--- src/rtl/skf_pkg.sv ---
// Shared widths, register codes and types of the scalar Kalman filter.
package skf_pkg;

  localparam int VOLT_W     = 16;               // Q2.14 voltage
  localparam int VAR_W      = 32;               // Q16.16 variance
  localparam int GAIN_FRAC  = 16;               // gain fraction bits
  localparam int GAIN_W     = GAIN_FRAC + 1;    // gain reaches exactly 1.0
  localparam int SUM_W      = VAR_W + 1;        // R + P without overflow
  localparam int PROD_W     = GAIN_W + VAR_W;   // shared multiplier product
  localparam int CFG_DATA_W = 32;
  localparam int CFG_ADDR_W = 4;

  localparam logic [GAIN_W-1:0] GAIN_ONE = GAIN_W'(1) << GAIN_FRAC;

  localparam logic [VAR_W-1:0]  MEAS_VAR_RST = 32'h0001_0000;
  localparam logic [VOLT_W-1:0] INIT_EST_RST = '0;
  localparam logic [VAR_W-1:0]  INIT_VAR_RST = 32'h0001_0000;
  localparam logic [VOLT_W-1:0] CUR_EST_RST  = '0;
  localparam logic [VAR_W-1:0]  CUR_VAR_RST  = 32'h0001_0000;

  // Register index, taken from paddr word bits.
  typedef enum logic [1:0] {
    REG_MEAS_VAR = 2'd0,
    REG_INIT_EST = 2'd1,
    REG_INIT_VAR = 2'd2
  } cfg_reg_t;

  // Divider status toward the sequencer.
  typedef struct packed {
    logic busy;
    logic done;
  } div_stat_t;

endpackage

--- src/rtl/skf_div.sv ---
// Bit-serial restoring divider that forms the Q1.16 gain P*2^16 / D.
module skf_div (
  input  logic                             clk,
  input  logic                             rst_n,
  input  logic                             start,
  input  logic [skf_pkg::VAR_W-1:0]        num,
  input  logic [skf_pkg::SUM_W-1:0]        den,
  output logic [skf_pkg::GAIN_W-1:0]       quot,
  output skf_pkg::div_stat_t               stat
);

  localparam int CNT_W = $clog2(skf_pkg::GAIN_W);

  logic [skf_pkg::SUM_W-1:0]  rem_r;
  logic [skf_pkg::SUM_W-1:0]  den_r;
  logic [skf_pkg::GAIN_W-1:0] nbits_r;
  logic [skf_pkg::GAIN_W-1:0] quot_r;
  logic [CNT_W-1:0]           cnt_r;
  logic                       zero_r;
  logic                       busy_r;
  logic                       done_r;

  logic [skf_pkg::SUM_W:0]    rem_sh;
  logic [skf_pkg::SUM_W:0]    rem_sub;
  logic                       ge;
  logic [skf_pkg::SUM_W-1:0]  rem_nxt;

  // One quotient bit per cycle while busy: shift in the next dividend bit, trial subtract.
  always_comb begin
    rem_sh  = {rem_r, nbits_r[skf_pkg::GAIN_W-1]};
    ge      = (rem_sh >= {1'b0, den_r});
    rem_sub = rem_sh - {1'b0, den_r};
    rem_nxt = ge ? rem_sub[skf_pkg::SUM_W-1:0] : rem_sh[skf_pkg::SUM_W-1:0];
  end

  always_ff @(posedge clk) begin
    if (!rst_n) begin
      busy_r <= 1'b0;
      done_r <= 1'b0;
    end else begin
      done_r <= 1'b0;
      if (start) begin
        // Upper dividend bits P[31:1] sit below D already; seed the remainder.
        rem_r   <= skf_pkg::SUM_W'(num >> 1);
        nbits_r <= {num[0], {(skf_pkg::GAIN_W-1){1'b0}}};
        den_r   <= den;
        zero_r  <= (den == '0);
        quot_r  <= '0;
        cnt_r   <= CNT_W'(skf_pkg::GAIN_W - 1);
        busy_r  <= 1'b1;
      end else if (busy_r) begin
        rem_r   <= rem_nxt;
        nbits_r <= nbits_r << 1;
        quot_r  <= {quot_r[skf_pkg::GAIN_W-2:0], ge};
        if (cnt_r == '0) begin
          busy_r <= 1'b0;
          done_r <= 1'b1;
        end else begin
          cnt_r <= cnt_r - 1'b1;
        end
      end
    end
  end

  // Zero denominator forces a zero gain.
  assign quot      = zero_r ? '0 : quot_r;
  assign stat.busy = busy_r;
  assign stat.done = done_r;

endmodule

--- src/rtl/scalar_kalman_filter.sv ---
// Each item: accept, start the gain divide, wait for it, step product, variance product, output hand-off.
// in_tready is low while an item is in work, so a new item waits until the last one is finished.
// A finished result waits in the output register while the next item is taken.
// Work per item is set by the bit-serial divider and the one shared 17x32 multiplier.
// Reset (synchronous, rst_n low): configuration registers to defaults, estimate 0, variance 1.0.
module scalar_kalman_filter (
  input  logic                               clk,
  input  logic                               rst_n,
  // input item
  input  logic                               in_tvalid,
  output logic                               in_tready,
  input  logic [15:0]                        in_tdata,   // [15:0] sample
  input  logic [0:0]                         in_tuser,   // [0] restart
  // result item
  output logic                               out_tvalid,
  input  logic                               out_tready,
  output logic [47:0]                        out_tdata,  // [15:0] estimate, [47:16] variance
  // configuration
  input  logic                               cfg_psel,
  input  logic                               cfg_penable,
  input  logic                               cfg_pwrite,
  input  logic [skf_pkg::CFG_ADDR_W-1:0]     cfg_paddr,
  input  logic [skf_pkg::CFG_DATA_W-1:0]     cfg_pwdata,
  output logic [skf_pkg::CFG_DATA_W-1:0]     cfg_prdata,
  output logic                               cfg_pready
);

  typedef enum logic [2:0] {
    ST_IDLE,
    ST_PREP,      // restart applied; start the gain divide
    ST_DIV,       // wait for the divider
    ST_MUL_STEP,  // gain * |sample - estimate|
    ST_MUL_VAR,   // apply step; (1 - gain) * variance
    ST_FIN        // hand the result to the output register
  } st_t;

  st_t                              state_r;

  // configuration registers
  logic [skf_pkg::VAR_W-1:0]        meas_var_r;
  logic [skf_pkg::VOLT_W-1:0]       init_est_r;
  logic [skf_pkg::VAR_W-1:0]        init_var_r;

  // filter state kept between items
  logic [skf_pkg::VOLT_W-1:0]       cur_est_r;
  logic [skf_pkg::VAR_W-1:0]        cur_var_r;

  // working registers of the item in flight
  logic [skf_pkg::VOLT_W-1:0]       z_r;
  logic [skf_pkg::VOLT_W-1:0]       x_r;
  logic [skf_pkg::VAR_W-1:0]        p_r;
  logic [skf_pkg::PROD_W-1:0]       prod_r;

  // output register
  logic                             out_valid_r;
  logic [skf_pkg::VOLT_W-1:0]       out_est_r;
  logic [skf_pkg::VAR_W-1:0]        out_var_r;

  logic                             in_acc;
  logic                             cfg_wr;
  skf_pkg::cfg_reg_t                cfg_idx;

  logic                             div_start;
  logic [skf_pkg::SUM_W-1:0]        div_den;
  logic [skf_pkg::GAIN_W-1:0]       gain;
  skf_pkg::div_stat_t               div_stat;

  logic                             up;
  logic [skf_pkg::VOLT_W-1:0]       abs_diff;
  logic [skf_pkg::VOLT_W-1:0]       step;
  logic [skf_pkg::VAR_W-1:0]        var_new;
  logic [skf_pkg::GAIN_W-1:0]       mul_a;
  logic [skf_pkg::VAR_W-1:0]        mul_b;
  logic [skf_pkg::PROD_W-1:0]       mul_p;
  logic                             out_free;

  assign in_tready  = (state_r == ST_IDLE);
  assign in_acc     = in_tvalid && in_tready;
  assign out_tvalid = out_valid_r;
  assign out_tdata  = {out_var_r, out_est_r};
  assign out_free   = !out_valid_r || out_tready;

  // ---------------------------------------------------------------------------
  // Configuration port: write on the access phase, index from the word address.
  // ---------------------------------------------------------------------------
  assign cfg_pready = 1'b1;
  assign cfg_idx    = skf_pkg::cfg_reg_t'(cfg_paddr[3:2]);
  assign cfg_wr     = cfg_psel && cfg_penable && cfg_pwrite && cfg_pready;

  always_comb begin
    unique case (cfg_idx)
      skf_pkg::REG_MEAS_VAR: cfg_prdata = meas_var_r;
      skf_pkg::REG_INIT_EST: cfg_prdata = skf_pkg::CFG_DATA_W'(init_est_r);
      skf_pkg::REG_INIT_VAR: cfg_prdata = init_var_r;
      default:               cfg_prdata = '0;
    endcase
  end

  // ---------------------------------------------------------------------------
  // Gain divider: g = P * 2^16 / (R + P).
  // ---------------------------------------------------------------------------
  assign div_start = (state_r == ST_PREP);
  assign div_den   = {1'b0, meas_var_r} + {1'b0, p_r};

  skf_div u_div (
    .clk   (clk),
    .rst_n (rst_n),
    .start (div_start),
    .num   (p_r),
    .den   (div_den),
    .quot  (gain),
    .stat  (div_stat)
  );

  // ---------------------------------------------------------------------------
  // Shared multiplier: step product first, then variance product.
  // ---------------------------------------------------------------------------
  always_comb begin
    up       = (z_r >= x_r);
    abs_diff = up ? (z_r - x_r) : (x_r - z_r);
    if (state_r == ST_MUL_STEP) begin
      mul_a = gain;
      mul_b = skf_pkg::VAR_W'(abs_diff);
    end else begin
      mul_a = skf_pkg::GAIN_ONE - gain;
      mul_b = p_r;
    end
    mul_p   = skf_pkg::PROD_W'(mul_a) * skf_pkg::PROD_W'(mul_b);
    // step never exceeds |sample - estimate|, so it fits a voltage
    step    = prod_r[skf_pkg::GAIN_FRAC +: skf_pkg::VOLT_W];
    var_new = prod_r[skf_pkg::GAIN_FRAC +: skf_pkg::VAR_W];
  end

  // ---------------------------------------------------------------------------
  // Sequencer, registers and output hold.
  // ---------------------------------------------------------------------------
  always_ff @(posedge clk) begin
    if (!rst_n) begin
      state_r     <= ST_IDLE;
      out_valid_r <= 1'b0;
      meas_var_r  <= skf_pkg::MEAS_VAR_RST;
      init_est_r  <= skf_pkg::INIT_EST_RST;
      init_var_r  <= skf_pkg::INIT_VAR_RST;
      cur_est_r   <= skf_pkg::CUR_EST_RST;
      cur_var_r   <= skf_pkg::CUR_VAR_RST;
    end else begin
      if (cfg_wr) begin
        unique case (cfg_idx)
          skf_pkg::REG_MEAS_VAR: meas_var_r <= cfg_pwdata;
          skf_pkg::REG_INIT_EST: init_est_r <= cfg_pwdata[skf_pkg::VOLT_W-1:0];
          skf_pkg::REG_INIT_VAR: init_var_r <= cfg_pwdata;
          default: ;  // drop writes beyond the register list
        endcase
      end

      // raise on a new result, drop once the sink takes the old one
      if (state_r == ST_FIN && out_free) begin
        out_valid_r <= 1'b1;
      end else if (out_valid_r && out_tready) begin
        out_valid_r <= 1'b0;
      end

      unique case (state_r)
        ST_IDLE: begin
          if (in_acc) begin
            // restart takes the initial estimate and variance in place of the kept state
            z_r     <= in_tdata[skf_pkg::VOLT_W-1:0];
            x_r     <= in_tuser[0] ? init_est_r : cur_est_r;
            p_r     <= in_tuser[0] ? init_var_r : cur_var_r;
            state_r <= ST_PREP;
          end
        end
        ST_PREP: begin
          state_r <= ST_DIV;
        end
        ST_DIV: begin
          if (div_stat.done) begin
            state_r <= ST_MUL_STEP;
          end
        end
        ST_MUL_STEP: begin
          prod_r  <= mul_p;
          state_r <= ST_MUL_VAR;
        end
        ST_MUL_VAR: begin
          // truncate toward zero: step moves the estimate toward the sample
          x_r     <= up ? (x_r + step) : (x_r - step);
          prod_r  <= mul_p;
          state_r <= ST_FIN;
        end
        ST_FIN: begin
          // hold until the output register is free
          if (out_free) begin
            out_est_r   <= x_r;
            out_var_r   <= var_new;
            cur_est_r   <= x_r;
            cur_var_r   <= var_new;
            state_r     <= ST_IDLE;
          end
        end
        default: state_r <= ST_IDLE;
      endcase
    end
  end

endmodule

--- config.mk ---
export PLATFORM = sky130hd
export DESIGN_NAME = scalar_kalman_filter
export DESIGN_NICKNAME = d
export VERILOG_FILES = /design/src/rtl/skf_pkg.sv /design/src/rtl/skf_div.sv /design/src/rtl/scalar_kalman_filter.sv
export SDC_FILE = /design/constraint.sdc
export NUM_CORES = 2
export LEC_CHECK = 0
export BUFFER_PORTS_ARGS = -buffer_cell sky130_fd_sc_hd__buf_2
export CORE_AREA = 4 4 291 293
export CTS_CLUSTER_SIZE = 14
export DETAILED_ROUTE_END_ITERATION = 12
export DIE_AREA = 0 0 295 297
export PLACE_DENSITY = 0.57
export SETUP_SLACK_MARGIN = 0.15
export SYNTH_ARGS = -nofsm -noshare
export SYNTH_HDL_FRONTEND = slang
export SYNTH_SLANG_ARGS = --single-unit
--- constraint.sdc ---
create_clock -name clk -period 10.3 [get_ports clk]
set_input_delay 2.575 -clock clk [delete_from_list [all_inputs] [get_ports clk]]
set_output_delay 2.575 -clock clk [all_outputs]
set_load 0.1 [all_outputs]
* Word level (Yosys, flattened, before mapping) *
Index checks and enable logic that the tools add are counted.

storage, ports and cells
  register bits = 399
  input port bits = 60
  output and inout port bits = 83
  logic and storage cells = 103

operators by class
  $add $sub $neg = 8
  multipliers = 1
  $lt $le $gt $ge = 2
  eq/ne operators = 11
  mux-type cells = 28
  bitwise logic cells = 2
  reductions and logical operators = 28

operator list
  operator                                        number
  one-hot mux 32 bit (3 select lines)             1
  two-way mux 17 bit                              5
  two-way mux 33 bit                              2
  two-way mux 16 bit                              4
  two-way mux 32 bit                              2
  multiplier 17 x 32 -> 48 bit                    1
  subtractor 16 bit                               3
  >= comparator 34 x 33 -> 1 bit                  1
  adder 32 x 32 -> 33 bit                         1
  zero test 33 bit                                1
  subtractor 33 bit                               1
  one-hot mux 16 bit (2 select lines)             1
  two-way mux 31 bit                              1
  one-hot mux 3 bit (6 select lines)              1
  subtractor 17 bit (first input constant)        1
  adder 16 bit                                    1
  >= comparator 16 bit                            1
  AND reduction 3 bit                             5
  AND reduction 2 bit                             7
  two-way mux 5 bit                               2
  two-way mux 3 bit                               3
  == test 3 x 2 -> 1 bit (second input constant)  2
  == test 3 bit (second input constant)           2
  two-way mux 1 bit                               6
  16 further kinds                                25

* Longest topological paths before layout *
  depth after elaboration = 4
  gate-level depth with buffers = 40

* Hierarchy *
From an unflattened synthesis, not the netlist that was laid out.

unflattened totals
  cell total of the unflattened synthesis = 4101
  area total of the unflattened synthesis = 37712.4 um^2

by module, submodules not included
  module                times used  cells an instance  area an instance (um^2)  seq. area each (um^2)
  scalar_kalman_filter  1           3548               31766.7                  6966.7
  skf_div               1           553                5945.7                   2742.6

* Worst setup path after synthesis *
OpenSTA, ideal clock, no wires.

  path type = register to register
  start point = reg z_r[0] in the netlist's numbering
  end point = reg prod_r[40] in the netlist's numbering (data pin)
  arrival time = 8949 ps
  slack = 1093 ps
  cell stages (with the launch flop) = 35
  period minus slack after synthesis = 9207 ps
  path through = edfxtp_1 inv_1 ha_1 inv_1 fa_1 a211oi_1 o21bai_1 o211ai_2 a21oi_2 nor2_1 mux2_2 a211oi_2 o21ai_1 xnor2_1 o21ai_1 buf_2 nand2_1 fa_1 fa_1 fa_1 inv_1 fa_1 fa_1 fa_1 ha_1 a21o_1 a21o_1 a221oi_1 nor2b_1 o211ai_1 a41oi_1 a41o_1 or4_1 a31oi_1 xnor2_1

between the ends
  cells in the longest elaborated chain, start to end = 4
  elaborated cells on any way between the ends = 6

RTL lines
  item                                                       line                                                      RTL
  start, declared                                            scalar_kalman_filter.sv:49                                logic [skf_pkg::VOLT_W-1:0] z_r;
  start signal, assigned                                     scalar_kalman_filter.sv:167                               z_r <= in_tdata[skf_pkg::VOLT_W-1:0];
  subtractor 16 bit or >= comparator 16 bit (tied branches)  scalar_kalman_filter.sv:120, scalar_kalman_filter.sv:119
  two-way mux 16 bit (*)                                     scalar_kalman_filter.sv:120                               abs_diff = up ? (z_r - x_r) : (x_r - z_r);
  two-way mux 32 bit (*)                                     scalar_kalman_filter.sv:121                               if (state_r == ST_MUL_STEP) begin
  multiplier 17 x 32 -> 48 bit (*)                           scalar_kalman_filter.sv:128                               mul_p = skf_pkg::PROD_W'(mul_a) * skf_pkg::PROD_W'(mul_b);
  via mul_p, one bit                                         scalar_kalman_filter.sv:74                                logic [skf_pkg::PROD_W-1:0] mul_p;
  end signal, assigned                                       scalar_kalman_filter.sv:182                               prod_r <= mul_p;
  end signal, assigned                                       scalar_kalman_filter.sv:188                               prod_r <= mul_p;
  end, declared                                              scalar_kalman_filter.sv:52                                logic [skf_pkg::PROD_W-1:0] prod_r;

The timed path passes the listed nets; every way through them passes the cells marked *.
A chain may end at the register's enable or synchronous reset.

* Final worst setup path *
  start point = reg z_r[1] in the netlist's numbering
  end point = reg prod_r[40] in the netlist's numbering (data pin)

The elaborated chain is that of the path after synthesis.

==> impl_metrics.toml <==
[floorplan]
coreArea_um2 = 81800
dieArea_um2 = 87600
die_h_um = 297
rows = 105
die_w_um = 295
start_util_pct = 45.0
num_io_pins = 143

[power_and_ir_drop]
clockPowerShare_pct = 10.7
ir_drop_mv = 0.571
p_comb_share_pct = 72.8
switching_power_uw = 6740
p_leak_uw = 0.0184
finalPower_uw = 13800
powerDensity_nw_per_um2 = 340
p_sw_share_pct = 48.8
p_int_uw = 7080
power_frac_seq_pct = 16.5

[clock_network]
cts-root-buf = "clkbuf_16"
cts_buffers = 41
cts_buffer_depth = 3
clkSinkCount = 368
htree_num_levels = 2
insertion_delay_ns = 0.58
cts_tree = "done"
hold_buffers = 0
clk_pin_slew_ns = 0.06

[place]
io_buffers = 139
place_hpwl_um = 90700
dpl_cell_area_um2 = 39200
gp_routability_congestion = 0.907
dp_slack_ns = -0.0337

[yosys]
synth.ff_latch_count = 368
avgSynthCellArea_um2 = 9.05
synth_edf_count = 234
synth_area_um2 = 36800
synthTopCellsByArea = "fa_1 25%, edfxtp_1 19%, nand2_1 7.9%"
async_flop_share_pct = 0
syn_nets = 4809
netlist.area_leader.share_pct = 24.5
synth_ff_type = "edfxtp_1"
yosys_warnings = 0
postSynthCellCount = 4067
ys_types = 91
yosysSeqAreaShare_pct = 26.4
synth_area_leader_cell = "fa_1"

[timing]
min_period_over_period_pct = 94.3
skew_ns = 0.0288
relSlewSlack_pct = 25.4
fmax_ghz = 0.103
worst_slack_ns = 0.589
setup_viol = 0
tightest_slew_ns = 1.12
rsz0062_at_grt = "no"
slew_viol_final = 0
fin_crit_ns = 9.71
worst_hold_slack_ns = 0.463
hold_viol = 0

[global_routing]
grt.total_usage_pct = 26.3
overflow = 0
grt_start_max_net_pins = 99
antenna_found_initial = 9
grt_pass1_wl_um = 176000
grt_pass1_vias = 28670

[worst_setup_path]
reg2reg_to = "prod_r[40]"
path_max_fanout = 22
r2r_start = "z_r[1]"
r2r_slack_ns = 0.59
crit_path_max_incr_delay_ns = 0.60
cp_slowest_cell = "fa_1"
worstSetupPathType = "flip-flop to flip-flop"
critPathLaunchType = "flip-flop"
worst_path_most_repeated_cell = "fa_1"
cp.arrival_ns = 10.02
required_ns = 10.61
reg2reg_depth = 33
end_kind = "flip-flop"

[detailed_routing]
avgRoutedWirePerCell_um = 21.5
first_pass_iters = 6
drc_errors = 0
viasPerCell = 5.40
ant_nets = 0
dr_total_vias = 28583
drt_wl_total_um = 114000
drt_iter0_drc = 2216

[min_path]
hold_class = "flip-flop to flip-flop"
hold_path_end = "cur_est_r[14]"
hold_path_depth = 2
hp-start = "cur_est_r[14]"

[flow_run]
drv_cap = 0

[final_layout]
drive_gt1_share_pct = 10.3
fin_area_um2 = 40700
syn_to_final_growth_pct = 10.5
nets = 4936
n_fill_cell = 7876

[outcome]
status = "complete, no violations"
## what timing repair did
| action | CTS | global route |
|---|---|---|
| pin swaps | 2 | 10 |
| buffers inserted | 0 | 3 |
| resized for setup | 4 | 7 |
| endpoints found under the setup margin | 11 | 18 |
## synth_stat cells (all sizes together) (7+ instances only)
cell type,n
nand2,779
inv,603
fa,451
nor2,282
edfxtp,234
ha,231
a21oi,178
clkbuf,159
dfxtp,134
a21boi,130
o21ai,107
xnor2,90
and2,89
a21o,57
mux2i,57
xor2,42
nor3,41
mux2,36
nand3,32
o21a,29
nand2b,26
buf,23
and3,21
nor2b,19
or3,19
a211oi,18
or2,18
o21bai,15
a31oi,13
o31ai,12
nand4,11
o211ai,11
nor4,10
a221oi,7
or4,7
## sequential cells by signal (all words and copies together) (netlist names), 32 cells and up
signal       flops
prod_r          32
u_div.den_r     33
cur_var_r       32
init_var_r      32
out_var_r       32
u_div.rem_r     33
meas_var_r      32
p_r             32
## per-stage QoR
stage	util [%]	setup TNS (ns)	instances
detailed placement	47.9	-0.0641	5218
global route	49.7	0	5297
floorplan	-	0	4067
CTS	49.6	0	5293
global placement	47.9	-0.103	5218
finish	49.7	0	5297
## per-layer routing
layer  track usage [%]  up-vias  share of wire, %
met4              5.87        6               2.5
met2              40.5      905                44
met1              39.0    14173                46
li1                  -    13344                 -
met3              4.32      155               7.3
met5             0.111        -             0.031
## final cells by class
cell class	count	area, µm²	share of cell area [%]
well taps	1070	1340	3.29
repair buffers	266	1710	4.21
inverters	604	2270	5.57
clock buffers	52	1150	2.82
diodes	1	2.50	0.00615
clock inverters	23	195	0.480
multi-input cells	2913	24300	59.7
flip-flops and latches	368	9710	23.9
## how the worst max path moves through the flow
stage	startpoint	endpoint	slack [ns]	depth (start not counted)
6_report	z_r[1]	prod_r[40]	0.59	33
5_1_grt	z_r[0]	prod_r[40]	0.08	37
4_1_cts	z_r[0]	prod_r[40]	0.18	34
3_5_place_dp	z_r[0]	prod_r[47]	-0.03	36
3_3_place_gp	z_r[0]	prod_r[43]	-0.06	36
2_1_floorplan	z_r[0]	prod_r[40]	1.09	34
## power by group through the flow
stage	Combinational [µW]	Clock, µW	Sequential [µW]
after floorplan	6700	0	2220
after global placement	9830	0	2310
after detailed placement	9850	0	2310
after CTS	10100	1510	2280
after global routing	11300	1580	2280
final	10100	1480	2280
## cells in the final DEF (no fill, tap or decap), types with 57 or more instances in the layout
cell type	instances
a21o_1	57
nor2_1	276
o21ai_0	89
a21oi_1	173
fa_1	450
edfxtp_1	234
nand2_1	777
buf_2	138
xnor2_1	87
inv_1	602
buf_4	123
ha_1	230
dfxtp_1	134
mux2i_1	57
a21boi_0	128
and2_1	80
## cell families (layout without fill, tap and decap cells)
kind of cell / after synthesis / in the layout / synth area share (%)
muxes: 93 / 93 / 2.65
and+or+nand+nor: 1370 / 1370 / 16.0
buffers and inverters: 786 / 945 / 8.09
xor gates and xnor gates: 132 / 132 / 3.14
other: 1 / 2 / 0.0102
adders and majority gates: 682 / 682 / 32.4
DFF: 368 / 368 / 26.4
AOI/OAI and AO/OA: 635 / 635 / 11.3
## worst max-delay path, delay by kind of cell, from the launching register on
kind	cells	cell delay, ns
compound gates	11	2.46
xor+xnor	2	0.24
fa+ha+maj	8	3.74
buf+inv	4	0.58
flops	1	0.51
simple gates	8	1.90
Power figures use the tool's default switching activity.
